### config.mk
export PLATFORM = sky130hd
export DESIGN_NAME = fluid_neighbor_cell_select
export DESIGN_NICKNAME = d
export VERILOG_FILES = /design/src/hw/rtl/fncs_pkg.sv /design/src/hw/rtl/fluid_neighbor_cell_select.sv /design/src/hw/rtl/fncs_check.sv /design/src/hw/rtl/fncs_pick.sv /design/src/hw/rtl/fncs_form.sv
export SDC_FILE = /design/constraint.sdc
export NUM_CORES = 1
export LEC_CHECK = 0
export BUFFER_PORTS_ARGS = -buffer_cell sky130_fd_sc_hd__buf_2
export CAP_MARGIN = 15
export CORE_MARGIN = 2
export CORE_UTILIZATION = 55
export CTS_BUF_LIST = sky130_fd_sc_hd__clkbuf_8
export CTS_CLUSTER_SIZE = 30
export DETAILED_ROUTE_END_ITERATION = 16
export GPL_TIMING_DRIVEN = 0
export PLACE_DENSITY_LB_ADDON = 0.05
export SLEW_MARGIN = 10
export SYNTH_ARGS = -nofsm -noshare
export SYNTH_HDL_FRONTEND = slang
export SYNTH_SLANG_ARGS = --single-unit
### constraint.sdc
create_clock -name clk_i -period 4.3 [get_ports clk_i]
set_input_delay 0.86 -clock clk_i [delete_from_list [all_inputs] [get_ports clk_i]]
set_output_delay 0.86 -clock clk_i [all_outputs]
set_load 0.005 [all_outputs]
### src/hw/rtl/fncs_pkg.sv
// Shared types, constants and direction tables of the fluid neighbor cell selector.
`timescale 1ns / 1ps

package fncs_pkg;

  localparam int unsigned COORD_LIMIT = 1024;
  localparam int unsigned COORD_W     = $clog2(COORD_LIMIT);
  localparam int unsigned SIZE_W      = COORD_W + 1;
  localparam int unsigned WIN_W       = 64;
  localparam int unsigned NUM_DIR     = 26;
  localparam int unsigned DIR_W       = $clog2(NUM_DIR);
  localparam int unsigned CFG_IDX_W   = 2;

  // Byte-padded widths of the stream payloads.
  localparam int unsigned IN_BITS     = 3 * COORD_W + WIN_W;
  localparam int unsigned IN_DATA_W   = ((IN_BITS + 7) / 8) * 8;
  localparam int unsigned OUT_BITS    = 3 * 2 + 3 * COORD_W + DIR_W;
  localparam int unsigned OUT_DATA_W  = ((OUT_BITS + 7) / 8) * 8;

  typedef enum logic [CFG_IDX_W-1:0] {
    CFG_GRID_X = 2'd0,
    CFG_GRID_Y = 2'd1,
    CFG_GRID_Z = 2'd2
  } cfg_reg_e;

  localparam logic signed [1:0] STEP_NEG  = -2'sd1;
  localparam logic signed [1:0] STEP_ZERO = 2'sd0;
  localparam logic signed [1:0] STEP_POS  = 2'sd1;

  typedef struct packed {
    logic signed [1:0] sx;
    logic signed [1:0] sy;
    logic signed [1:0] sz;
  } step_t;

  typedef struct packed {
    logic [COORD_W-1:0] x;
    logic [COORD_W-1:0] y;
    logic [COORD_W-1:0] z;
  } node_t;

  typedef struct packed {
    logic [SIZE_W-1:0] x;
    logic [SIZE_W-1:0] y;
    logic [SIZE_W-1:0] z;
  } grid_t;

  // Range check results of one axis for the three step values.
  typedef struct packed {
    logic pos;
    logic zero;
    logic neg;
  } axis_ok_t;

  typedef struct packed {
    node_t              node;
    logic [NUM_DIR-1:0] cand;
  } cand_t;

  typedef struct packed {
    node_t            node;
    logic             found;
    logic [DIR_W-1:0] dir;
  } pick_t;

  typedef struct packed {
    logic             found;
    logic [1:0]       offset_x;
    logic [1:0]       offset_y;
    logic [1:0]       offset_z;
    logic [COORD_W-1:0] cell_x;
    logic [COORD_W-1:0] cell_y;
    logic [COORD_W-1:0] cell_z;
    logic [DIR_W-1:0] dir;
  } result_t;

  function automatic step_t mk_step(logic signed [1:0] sx, logic signed [1:0] sy,
                                    logic signed [1:0] sz);
    step_t s;
    s.sx = sx;
    s.sy = sy;
    s.sz = sz;
    return s;
  endfunction

  // Search order: faces, then edges, then corners.
  function automatic step_t dir_step(logic [DIR_W-1:0] k);
    step_t s;
    case (k)
      5'd0:    s = mk_step(STEP_NEG,  STEP_ZERO, STEP_ZERO);
      5'd1:    s = mk_step(STEP_POS,  STEP_ZERO, STEP_ZERO);
      5'd2:    s = mk_step(STEP_ZERO, STEP_NEG,  STEP_ZERO);
      5'd3:    s = mk_step(STEP_ZERO, STEP_POS,  STEP_ZERO);
      5'd4:    s = mk_step(STEP_ZERO, STEP_ZERO, STEP_NEG);
      5'd5:    s = mk_step(STEP_ZERO, STEP_ZERO, STEP_POS);
      5'd6:    s = mk_step(STEP_NEG,  STEP_POS,  STEP_ZERO);
      5'd7:    s = mk_step(STEP_POS,  STEP_POS,  STEP_ZERO);
      5'd8:    s = mk_step(STEP_NEG,  STEP_NEG,  STEP_ZERO);
      5'd9:    s = mk_step(STEP_POS,  STEP_NEG,  STEP_ZERO);
      5'd10:   s = mk_step(STEP_NEG,  STEP_ZERO, STEP_NEG);
      5'd11:   s = mk_step(STEP_POS,  STEP_ZERO, STEP_NEG);
      5'd12:   s = mk_step(STEP_ZERO, STEP_NEG,  STEP_NEG);
      5'd13:   s = mk_step(STEP_ZERO, STEP_POS,  STEP_NEG);
      5'd14:   s = mk_step(STEP_NEG,  STEP_ZERO, STEP_POS);
      5'd15:   s = mk_step(STEP_POS,  STEP_ZERO, STEP_POS);
      5'd16:   s = mk_step(STEP_ZERO, STEP_NEG,  STEP_POS);
      5'd17:   s = mk_step(STEP_ZERO, STEP_POS,  STEP_POS);
      5'd18:   s = mk_step(STEP_NEG,  STEP_POS,  STEP_POS);
      5'd19:   s = mk_step(STEP_POS,  STEP_POS,  STEP_POS);
      5'd20:   s = mk_step(STEP_POS,  STEP_NEG,  STEP_POS);
      5'd21:   s = mk_step(STEP_NEG,  STEP_NEG,  STEP_POS);
      5'd22:   s = mk_step(STEP_NEG,  STEP_POS,  STEP_NEG);
      5'd23:   s = mk_step(STEP_POS,  STEP_POS,  STEP_NEG);
      5'd24:   s = mk_step(STEP_POS,  STEP_NEG,  STEP_NEG);
      5'd25:   s = mk_step(STEP_NEG,  STEP_NEG,  STEP_NEG);
      default: s = mk_step(STEP_ZERO, STEP_ZERO, STEP_ZERO);
    endcase
    return s;
  endfunction

  // Window bits covered by the 2x2x2 cell of one step.
  function automatic logic [WIN_W-1:0] cell_mask(step_t s);
    logic [WIN_W-1:0] m;
    int               bit_idx;
    m = '0;
    for (int c = 0; c < 2; c++) begin
      for (int b = 0; b < 2; b++) begin
        for (int a = 0; a < 2; a++) begin
          bit_idx = (int'(s.sz) + c + 1) * 16 + (int'(s.sy) + b + 1) * 4
                    + (int'(s.sx) + a + 1);
          m[bit_idx] = 1'b1;
        end
      end
    end
    return m;
  endfunction

endpackage

### src/hw/rtl/fluid_neighbor_cell_select.sv
// Throughput: one beat per cycle unless m_axis_tready stalls the output; three
// register stages (check, pick, form) each advance whenever their own register
// is empty or is being drained.
// Reset clears every stage valid bit and sets all three grid sizes to 1024.
// Configuration writes are taken in any cycle and act on the next input beat.
`timescale 1ns / 1ps

module fluid_neighbor_cell_select (
  input  logic                              clk_i,
  input  logic                              rst_ni,
  // tdata: node_x, node_y, node_z, solid_window, zero pad.
  input  logic                              s_axis_tvalid,
  output logic                              s_axis_tready,
  input  logic [fncs_pkg::IN_DATA_W-1:0]    s_axis_tdata,
  // tdata: offset_x, offset_y, offset_z, cell_x, cell_y, cell_z, direction_index, zero pad.
  output logic                              m_axis_tvalid,
  input  logic                              m_axis_tready,
  output logic [fncs_pkg::OUT_DATA_W-1:0]   m_axis_tdata,
  // tuser: found.
  output logic                              m_axis_tuser,
  input  logic                              cfg_valid_i,
  output logic                              cfg_ready_o,
  input  logic [fncs_pkg::CFG_IDX_W-1:0]    cfg_index_i,
  input  logic [fncs_pkg::SIZE_W-1:0]       cfg_data_i
);

  localparam int unsigned CW = fncs_pkg::COORD_W;

  fncs_pkg::grid_t   grid_q;
  fncs_pkg::node_t   node;
  fncs_pkg::cand_t   cand;
  fncs_pkg::pick_t   pick;
  fncs_pkg::result_t res;
  logic              check_valid, check_ready;
  logic              pick_valid, pick_ready;

  assign cfg_ready_o = 1'b1;

  always_ff @(posedge clk_i or negedge rst_ni) begin
    if (!rst_ni) begin
      grid_q.x <= fncs_pkg::SIZE_W'(fncs_pkg::COORD_LIMIT);
      grid_q.y <= fncs_pkg::SIZE_W'(fncs_pkg::COORD_LIMIT);
      grid_q.z <= fncs_pkg::SIZE_W'(fncs_pkg::COORD_LIMIT);
    end else if (cfg_valid_i) begin
      case (fncs_pkg::cfg_reg_e'(cfg_index_i))
        fncs_pkg::CFG_GRID_X: grid_q.x <= cfg_data_i;
        fncs_pkg::CFG_GRID_Y: grid_q.y <= cfg_data_i;
        fncs_pkg::CFG_GRID_Z: grid_q.z <= cfg_data_i;
        default: ;
      endcase
    end
  end

  assign node.x = s_axis_tdata[CW-1:0];
  assign node.y = s_axis_tdata[2*CW-1:CW];
  assign node.z = s_axis_tdata[3*CW-1:2*CW];

  fncs_check u_check (
    .clk_i    (clk_i),
    .rst_ni   (rst_ni),
    .valid_i  (s_axis_tvalid),
    .ready_o  (s_axis_tready),
    .node_i   (node),
    .window_i (s_axis_tdata[3*CW+fncs_pkg::WIN_W-1:3*CW]),
    .grid_i   (grid_q),
    .valid_o  (check_valid),
    .ready_i  (check_ready),
    .cand_o   (cand)
  );

  fncs_pick u_pick (
    .clk_i   (clk_i),
    .rst_ni  (rst_ni),
    .valid_i (check_valid),
    .ready_o (check_ready),
    .cand_i  (cand),
    .valid_o (pick_valid),
    .ready_i (pick_ready),
    .pick_o  (pick)
  );

  fncs_form u_form (
    .clk_i    (clk_i),
    .rst_ni   (rst_ni),
    .valid_i  (pick_valid),
    .ready_o  (pick_ready),
    .pick_i   (pick),
    .valid_o  (m_axis_tvalid),
    .ready_i  (m_axis_tready),
    .result_o (res)
  );

  assign m_axis_tuser = res.found;
  assign m_axis_tdata = {(fncs_pkg::OUT_DATA_W - fncs_pkg::OUT_BITS)'(0),
                         res.dir, res.cell_z, res.cell_y, res.cell_x,
                         res.offset_z, res.offset_y, res.offset_x};

  // A beat without a cell carries all-zero fields.
  a_miss_zero: assert property (@(posedge clk_i) disable iff (!rst_ni)
    (m_axis_tvalid && !m_axis_tuser) |-> (m_axis_tdata == '0))
    else $error("miss beat carries nonzero fields");

  a_dir_range: assert property (@(posedge clk_i) disable iff (!rst_ni)
    (m_axis_tvalid && m_axis_tuser) |-> (res.dir < fncs_pkg::DIR_W'(fncs_pkg::NUM_DIR)))
    else $error("direction index out of range");

  // Offsets are -1, 0 or +1 and never all zero on a hit.
  a_offset_code: assert property (@(posedge clk_i) disable iff (!rst_ni)
    (m_axis_tvalid && m_axis_tuser) |->
      (res.offset_x != 2'b10 && res.offset_y != 2'b10 && res.offset_z != 2'b10 &&
       (res.offset_x != 2'b00 || res.offset_y != 2'b00 || res.offset_z != 2'b00)))
    else $error("bad offset code");

  // The six face directions move along exactly one axis.
  a_face_one_axis: assert property (@(posedge clk_i) disable iff (!rst_ni)
    (m_axis_tvalid && m_axis_tuser && res.dir < fncs_pkg::DIR_W'(6)) |->
      ($countones({res.offset_x != 2'b00, res.offset_y != 2'b00,
                   res.offset_z != 2'b00}) == 1))
    else $error("face direction with more than one offset");

endmodule

### src/hw/rtl/fncs_check.sv
// First stage: per-axis range checks and per-direction fluid tests.
`timescale 1ns / 1ps

module fncs_check (
  input  logic                         clk_i,
  input  logic                         rst_ni,
  input  logic                         valid_i,
  output logic                         ready_o,
  input  fncs_pkg::node_t              node_i,
  input  logic [fncs_pkg::WIN_W-1:0]   window_i,
  input  fncs_pkg::grid_t              grid_i,
  output logic                         valid_o,
  input  logic                         ready_i,
  output fncs_pkg::cand_t              cand_o
);

  fncs_pkg::axis_ok_t ok_x, ok_y, ok_z;
  fncs_pkg::cand_t    cand_d, cand_q;
  logic               valid_q;

  function automatic fncs_pkg::axis_ok_t axis_check(logic [fncs_pkg::COORD_W-1:0] coord,
                                                    logic [fncs_pkg::SIZE_W-1:0]  size);
    fncs_pkg::axis_ok_t       r;
    logic [fncs_pkg::SIZE_W-1:0] c;
    c      = {1'b0, coord};
    r.neg  = (coord != '0) && ((c - fncs_pkg::SIZE_W'(1)) < size);
    r.zero = c < size;
    r.pos  = (c + fncs_pkg::SIZE_W'(2)) < size;
    return r;
  endfunction

  function automatic logic axis_sel(logic signed [1:0] s, fncs_pkg::axis_ok_t ok);
    logic r;
    case (s)
      fncs_pkg::STEP_NEG:  r = ok.neg;
      fncs_pkg::STEP_ZERO: r = ok.zero;
      fncs_pkg::STEP_POS:  r = ok.pos;
      default:             r = 1'b0;
    endcase
    return r;
  endfunction

  assign ok_x = axis_check(node_i.x, grid_i.x);
  assign ok_y = axis_check(node_i.y, grid_i.y);
  assign ok_z = axis_check(node_i.z, grid_i.z);

  assign cand_d.node = node_i;

  for (genvar k = 0; k < fncs_pkg::NUM_DIR; k++) begin : g_dir
    localparam fncs_pkg::step_t Step = fncs_pkg::dir_step(fncs_pkg::DIR_W'(k));
    localparam logic [fncs_pkg::WIN_W-1:0] Mask = fncs_pkg::cell_mask(Step);
    assign cand_d.cand[k] = axis_sel(Step.sx, ok_x) & axis_sel(Step.sy, ok_y)
                            & axis_sel(Step.sz, ok_z) & ~|(window_i & Mask);
  end

  assign ready_o = !valid_q || ready_i;

  always_ff @(posedge clk_i or negedge rst_ni) begin
    if (!rst_ni) begin
      valid_q <= 1'b0;
    end else if (ready_o) begin
      valid_q <= valid_i;
    end
  end

  always_ff @(posedge clk_i) begin
    if (valid_i && ready_o) begin
      cand_q <= cand_d;
    end
  end

  assign valid_o = valid_q;
  assign cand_o  = cand_q;

endmodule

### src/hw/rtl/fncs_pick.sv
// Second stage: priority pick of the first passing direction.
`timescale 1ns / 1ps

module fncs_pick (
  input  logic            clk_i,
  input  logic            rst_ni,
  input  logic            valid_i,
  output logic            ready_o,
  input  fncs_pkg::cand_t cand_i,
  output logic            valid_o,
  input  logic            ready_i,
  output fncs_pkg::pick_t pick_o
);

  logic [fncs_pkg::NUM_DIR-1:0] first;
  fncs_pkg::pick_t              pick_d, pick_q;
  logic                         valid_q;

  // Isolate the lowest set bit, then encode its position with OR trees.
  assign first = cand_i.cand & (~cand_i.cand + fncs_pkg::NUM_DIR'(1));

  always_comb begin
    pick_d.node  = cand_i.node;
    pick_d.found = |cand_i.cand;
    pick_d.dir   = '0;
    for (int k = 0; k < fncs_pkg::NUM_DIR; k++) begin
      pick_d.dir = pick_d.dir | ({fncs_pkg::DIR_W{first[k]}} & fncs_pkg::DIR_W'(k));
    end
  end

  assign ready_o = !valid_q || ready_i;

  always_ff @(posedge clk_i or negedge rst_ni) begin
    if (!rst_ni) begin
      valid_q <= 1'b0;
    end else if (ready_o) begin
      valid_q <= valid_i;
    end
  end

  always_ff @(posedge clk_i) begin
    if (valid_i && ready_o) begin
      pick_q <= pick_d;
    end
  end

  assign valid_o = valid_q;
  assign pick_o  = pick_q;

endmodule

### src/hw/rtl/fncs_form.sv
// Third stage: cell base and offsets of the chosen direction, held in the output register.
`timescale 1ns / 1ps

module fncs_form (
  input  logic              clk_i,
  input  logic              rst_ni,
  input  logic              valid_i,
  output logic              ready_o,
  input  fncs_pkg::pick_t   pick_i,
  output logic              valid_o,
  input  logic              ready_i,
  output fncs_pkg::result_t result_o
);

  fncs_pkg::step_t   step;
  fncs_pkg::result_t res_d, res_q;
  logic              valid_q;

  // The base wraps modulo the coordinate range.
  function automatic logic [fncs_pkg::COORD_W-1:0] base(
      logic [fncs_pkg::COORD_W-1:0] coord, logic signed [1:0] s);
    return coord + {{(fncs_pkg::COORD_W-2){s[1]}}, s};
  endfunction

  assign step = fncs_pkg::dir_step(pick_i.dir);

  always_comb begin
    res_d = '0;
    if (pick_i.found) begin
      res_d.found    = 1'b1;
      res_d.offset_x = 2'(-step.sx);
      res_d.offset_y = 2'(-step.sy);
      res_d.offset_z = 2'(-step.sz);
      res_d.cell_x   = base(pick_i.node.x, step.sx);
      res_d.cell_y   = base(pick_i.node.y, step.sy);
      res_d.cell_z   = base(pick_i.node.z, step.sz);
      res_d.dir      = pick_i.dir;
    end
  end

  assign ready_o = !valid_q || ready_i;

  always_ff @(posedge clk_i or negedge rst_ni) begin
    if (!rst_ni) begin
      valid_q <= 1'b0;
    end else if (ready_o) begin
      valid_q <= valid_i;
    end
  end

  always_ff @(posedge clk_i) begin
    if (valid_i && ready_o) begin
      res_q <= res_d;
    end
  end

  assign valid_o  = valid_q;
  assign result_o = res_q;

endmodule
; Word level (Yosys, flattened, before mapping)
; Memory sizes are Yosys's and may differ from the RTL's. A register that Yosys moved wholly into a read port is not among the register bits.
; Cells that the tools add are included.
[totals]
regBits = 170
mem_bits_ro = 192
input_bits = 114
output_inout_bits = 52
elab_cells = 209
memories = 1
[mem_list]
columns = name, depth, width, read_ports, rd_clocked_by_memory_dff, write_ports, line_no
row1 = (name not given), 32, 6, 1, 1, 0, fncs_pkg.sv:89  ; case (k)
[op_classes]
add_sub_neg = 13
order_cmp = 9
n_eq_ne = 2
muxes = 2
bitwise_logic = 87
n_reduce_logical = 72
[ops]
columns = op, count
row1 = $reduce_or 8->1, 26
row2 = $lt 11x11->1, 6
row3 = $and 1x1->1, 61
row4 = $or 5x5->5, 10
row5 = $mux 42, 1
row6 = $or 5x4->5, 8
row7 = $add 10x2->11 const B, 3
row8 = $lt 10x11->1, 3
row9 = $sub 10x1->11 const B, 3
row10 = $add 10x10->10, 3
row11 = $reduce_bool 10->1, 3
row12 = $logic_not 1->1, 29
row13 = $add 26x1->26 const B, 1
row14 = $and 26x26->26, 1
row15 = $not 26->26, 1
row16 = $reduce_or 26->1, 1
row17 = $or 5x3->5, 4
row18 = $logic_and 1x1->1, 6
row19 = $neg 2->2, 3
row20 = $reduce_and 2->1, 3
row21 = $mux 5, 1
row22 = $or 5x2->5, 1
row23 = $logic_or 1x1->1, 3
row24 = $eq 2x1->1 const B, 1
row25 = 3 further kinds, 3

; Logic depth before layout (Yosys ltp)
[logic_depth]
word_depth = 28
ltp_mapped = 15

; By module
; Synthesis repeated with hierarchy kept, for this count alone.
[unflattened]
hier_cells = 1042
hier_area_um2 = 11360.9
[modules_own_cells]
columns = module, instances, cells_per_inst, area_each_um2
row1 = fncs_check, 1, 555, 5222.5
row2 = fncs_form, 1, 303, 3146.8
row3 = fncs_pick, 1, 102, 1549.0
row4 = fluid_neighbor_cell_select, 1, 82, 1442.6

; Worst setup path after synthesis
; Ideal clock, no wire load.
[synth_timing]
kind = in2reg
from = in s_axis_tdata[1] (netlist bit)
to = reg u_check.cand_q, in the netlist u_check.cand_o[10] (data pin)
arrival_ns = 3.716
required_ns = 4.167
setup_slack_ns = 0.451
cell_stages = 15
path_buffers = 0
cell_sequence = inv_1 > ha_1 > a21boi_0 > nand2_1 > or2_2 > nor4_1 > xor2_1 > ha_1 > nand3_1 > a21oi_1 > o31a_1 > a2111oi_0 > o21ai_1 > or3_1 > and4bb_2
[synth_rtl]
columns = item, line_no
row1 = "start, declared", fluid_neighbor_cell_select.sv:14  ; input logic [fncs_pkg::IN_DATA_W-1:0] s_axis_tdata,
row2 = "end signal, assigned", fncs_check.sv:68  ; cand_q <= cand_d;
row3 = "end, declared", fncs_check.sv:18  ; fncs_pkg::cand_t cand_d, cand_q;

==> flow_metrics.env <==
export IMPL_die_x_um=146
export IMPL_setup_tns_ps=0
export IMPL_cts_hold_buffers_added=0
export IMPL_die_y_um=146
export IMPL_use_met2_pct=39.3
export IMPL_die_area_um2=21400
export IMPL_diodes=0
export IMPL_cp_slowest_cell="nor4bb_1"
export IMPL_clkLatencyLatePin_ps=470
export IMPL_synth_top_area_share_pct=36.1
export IMPL_worstSetupStartpointType="primary input"
export IMPL_comb_power_share_pct=32.0
export IMPL_dp_hpwl_um=20500
export IMPL_grtUsageTotal_pct=24.1
export IMPL_busiest_layer="met2"
export IMPL_gr_usage_met1_pct=33.6
export IMPL_critical_path_max_stage_delay_ps=380
export IMPL_synth_top_area_cell="edfxtp_1"
export IMPL_finClkSkew_ps=17.2
export IMPL_avgRoutedWirePerCell_um=16.8
export IMPL_ys_seq_area_share_pct=45.3
export IMPL_pwr_share_seq_pct=45.4
export IMPL_rsz0062_at_grt="no"
export IMPL_worstPathRequired_ps=4570
export IMPL_min_period_ps=4050
export IMPL_synthArstFlopShare_pct=20.5
export IMPL_dp_cells=1458
export IMPL_synthToLayoutAreaGrowth_pct=14.4
export IMPL_antenna_found_initial=0
export IMPL_grt_overflow=0
export IMPL_vias_per_cell=5.47
export IMPL_finalCritPeriodShare_pct=94.2
export IMPL_p_clk_share_pct=22.6
export IMPL_gp_congestion=0.877
export IMPL_hp_start="u_check.cand_o[38]$_DFFE_PP_"
export IMPL_hold_violations=0
export IMPL_syn_inst=1025
export IMPL_finalSetupViolCount=0
export IMPL_yosys_warnings=0
export IMPL_numPortBuffers=155
export IMPL_syn_avg_cell_area_um2=10.9
export IMPL_synth_cell_types=82
export IMPL_drt_initial_drc_count=462
export IMPL_gr_usage_met3_pct=3.91
export IMPL_cts_inserted_buffers=17
export IMPL_outcome="finished, final reports clean"
export IMPL_firstDrtPassIters=4
export IMPL_cts_buffer_depth=2
export IMPL_worst_path_max_fanout=7
export IMPL_crit_chain="buf_2 -> clkbuf_1 -> inv_1 -> ha_1 -> a21boi_0 -> nand2_1 -> or2_2 -> nor4_1 -> xor2_1 -> ha_1 -> a21o_1 -> a211o_1 -> nor3_1 -> nor4bb_1"
export IMPL_synth_edf_count=134
export IMPL_p_per_area_nw_per_um2=395
export IMPL_end_kind="register"
export IMPL_htreeDepth=4
export IMPL_num_nets_final=1456
export IMPL_fmax_mhz=247
export IMPL_cpLargestDelayFamily="simple AND/OR/NAND/NOR gates"
export IMPL_io_pins=166
export IMPL_grt_pass1_vias=7771
export IMPL_p_int_mw=3.42
export IMPL_yosys_top_cells_area="edfxtp_1 36%, ha_1 15%, dfrtp_1 7.4%"
export IMPL_p_sw_mw=1.61
export IMPL_ir_worst_vdd_uv=209
export IMPL_cellLeakagePower_nw=5.54
export IMPL_netSwitchingFraction_pct=32.1
export IMPL_worstSetupPathType="primary input to register"
export IMPL_grt_pass1_wl_um=40100
export IMPL_vias=8145
export IMPL_path_clk_slew_ps=90
export IMPL_layout_drive_gt1_share_pct=21.1
export IMPL_crit_arrival_ps=4320
export IMPL_cp_startpoint="s_axis_tdata[12]"
export IMPL_worst_pin_slew_ps=921
export IMPL_stdcell_count=1490
export IMPL_fin_util_pct=63.7
export IMPL_ys_ff_latch=176
export IMPL_num_rows=52
export IMPL_syn_area_um2=11200
export IMPL_slew_violations=0
export IMPL_path_buf_inv=3
export IMPL_worstHoldPathType="register to register"
export IMPL_wirelength_um=25000
export IMPL_start_util_pct=55.7
export IMPL_synth_top_flop_cell="edfxtp_1"
export IMPL_cts_setup_buffers=0
export IMPL_cts_tree="done"
export IMPL_ant_nets=0
export IMPL_coreArea_um2=20000
export IMPL_cap_violations=0
export IMPL_cts_root_buf="clkbuf_8"
export IMPL_cts_sinks=176
export IMPL_cpMostUsedCell="ha_1"
export IMPL_route_detailed_drc=0
export IMPL_reg2reg_from="u_form.valid_o$_DFFE_PN0P_"
export IMPL_grt_max_degree=43
export IMPL_max_slew_margin_rel_pct=38.0
[cell usage after synthesis (4+ instances only)]
cell type / n
ha_1: 132
a21oi_1: 33
buf_2: 5
inv_1: 79
mux2i_1: 6
nand2_1: 63
nor4b_1: 6
nand3_1: 20
mux2_2: 23
dfxtp_1: 6
nor4bb_1: 4
or4_1: 9
xor2_1: 31
nor3_1: 40
nand4_1: 7
or3_1: 7
nor3b_1: 7
a21boi_0: 6
o21ai_0: 32
o211ai_1: 7
nor2_1: 76
nand2b_1: 15
dfrtp_1: 33
nor2b_1: 21
o31ai_1: 4
edfxtp_1: 134
a21o_1: 18
xnor2_1: 27
buf_4: 9
clkbuf_1: 12
and3_1: 9
and2_1: 15
o21a_1: 18
a31o_2: 4
nor4_1: 25
or2_2: 6
[path summary, 6_finish.rpt]
kind	endpoint	slack (ps)	cells past startpoint
max	u_check.cand_o[2]$_DFFE_PP_	250	14
min	u_pick.pick_o[18]$_DFFE_PP_	420	0
max reg2reg	u_form.step[4]$_DFF_P_	1220	8
min reg2reg	u_pick.pick_o[18]$_DFFE_PP_	420	0
max in group asynchronous	grid_q[11]$_DFFE_PN0P_	3230	1
min in group asynchronous	grid_q[25]$_DFFE_PN0P_	510	1
[power by group through the flow]
stage	Combinational (mW)	Sequential [mW]	Clock, mW
finish	1.61	2.29	1.14
detailed placement	1.61	2.33	0
floorplan	1.10	2.31	0
CTS	1.62	2.29	1.16
global placement	1.56	2.32	0
global route	1.85	2.32	1.22
[what timing repair did]
item	4_1_cts	5_1_grt
endpoints found under the hold margin	0	0
endpoints found under the setup margin	2	10
resized for setup	2	5
[through the flow]
step	hold WS (ps)	power, mW	worst slack, ps	instance area (um^2)
floorplan	400	3.41	451	11200
global placement	402	3.88	-427	12300
detailed placement	405	3.94	-620	12300
CTS	417	5.07	18.3	12700
global route	425	5.39	15.6	12800
finish	417	5.04	251	12800
[layout by cell type (no fill, tap or decap), types with 12 or more instances in the layout]
cell,n
buf_2,160
dfrtp_1,33
a21o_1,18
o21a_1,18
a21oi_1,33
o21ai_0,32
mux2_2,23
nand2b_1,15
nor2_1,76
and2_1,13
nor2b_1,21
nor4_1,23
ha_1,132
inv_1,80
edfxtp_1,134
xnor2_1,27
xor2_1,31
clkbuf_1,12
nor3_1,40
nand2_1,63
clkbuf_8,17
nand3_1,20
[sequential cells by signal, summed over array words and instances, names as in the netlist]
register / flops
u_form.result_o: 42
u_pick.valid_o: 1
u_form.valid_o: 1
grid_q: 33
u_check.valid_o: 1
u_form.step: 6
u_check.cand_o: 56
u_pick.pick_o: 36
[area by class of cell]
cell class                      count  area (um^2)
Inverter                           81          305
Clock inverter                     15          160
Tap cell                          270          338
Timing Repair Buffer              157          816
Sequential cell                   176         5050
Fill cell                        1709         7280
Buffer                             26          138
Multi-Input combinational cell    748         5720
Clock buffer                       17          234
[worst register-to-register path, delay by kind of cell (launching register included)]
family                     cells  cell delay [ps]
adders and majority gates      1              300
buffers and inverters          3              880
DFF                            1              410
muxes                          2             1110
and+or+nand+nor                2              330
[cells by family (layout without fill, tap and decap cells)]
family	Yosys count	after routing	share of synthesized area, %
AOI/OAI and AO/OA	164	164	10.1
xor gates and xnor gates	58	58	4.55
adders and majority gates	135	135	15.3
buffers and inverters	107	296	3.96
DFF	176	176	45.3
muxes	32	32	3.50
other	2	8	0.0673
and+or+nand+nor	351	351	17.2
[routing by layer]
metal / routed length, um / share of wire (%) / vias to the layer above
li1: - / - / 4106
met1: 11700 / 47 / 3815
met2: 11900 / 47 / 197
met3: 1100 / 4.4 / 27
met4: 418 / 1.7 / 0
met5: 0 / 0 / -
(Power assumes the default switching activity.)
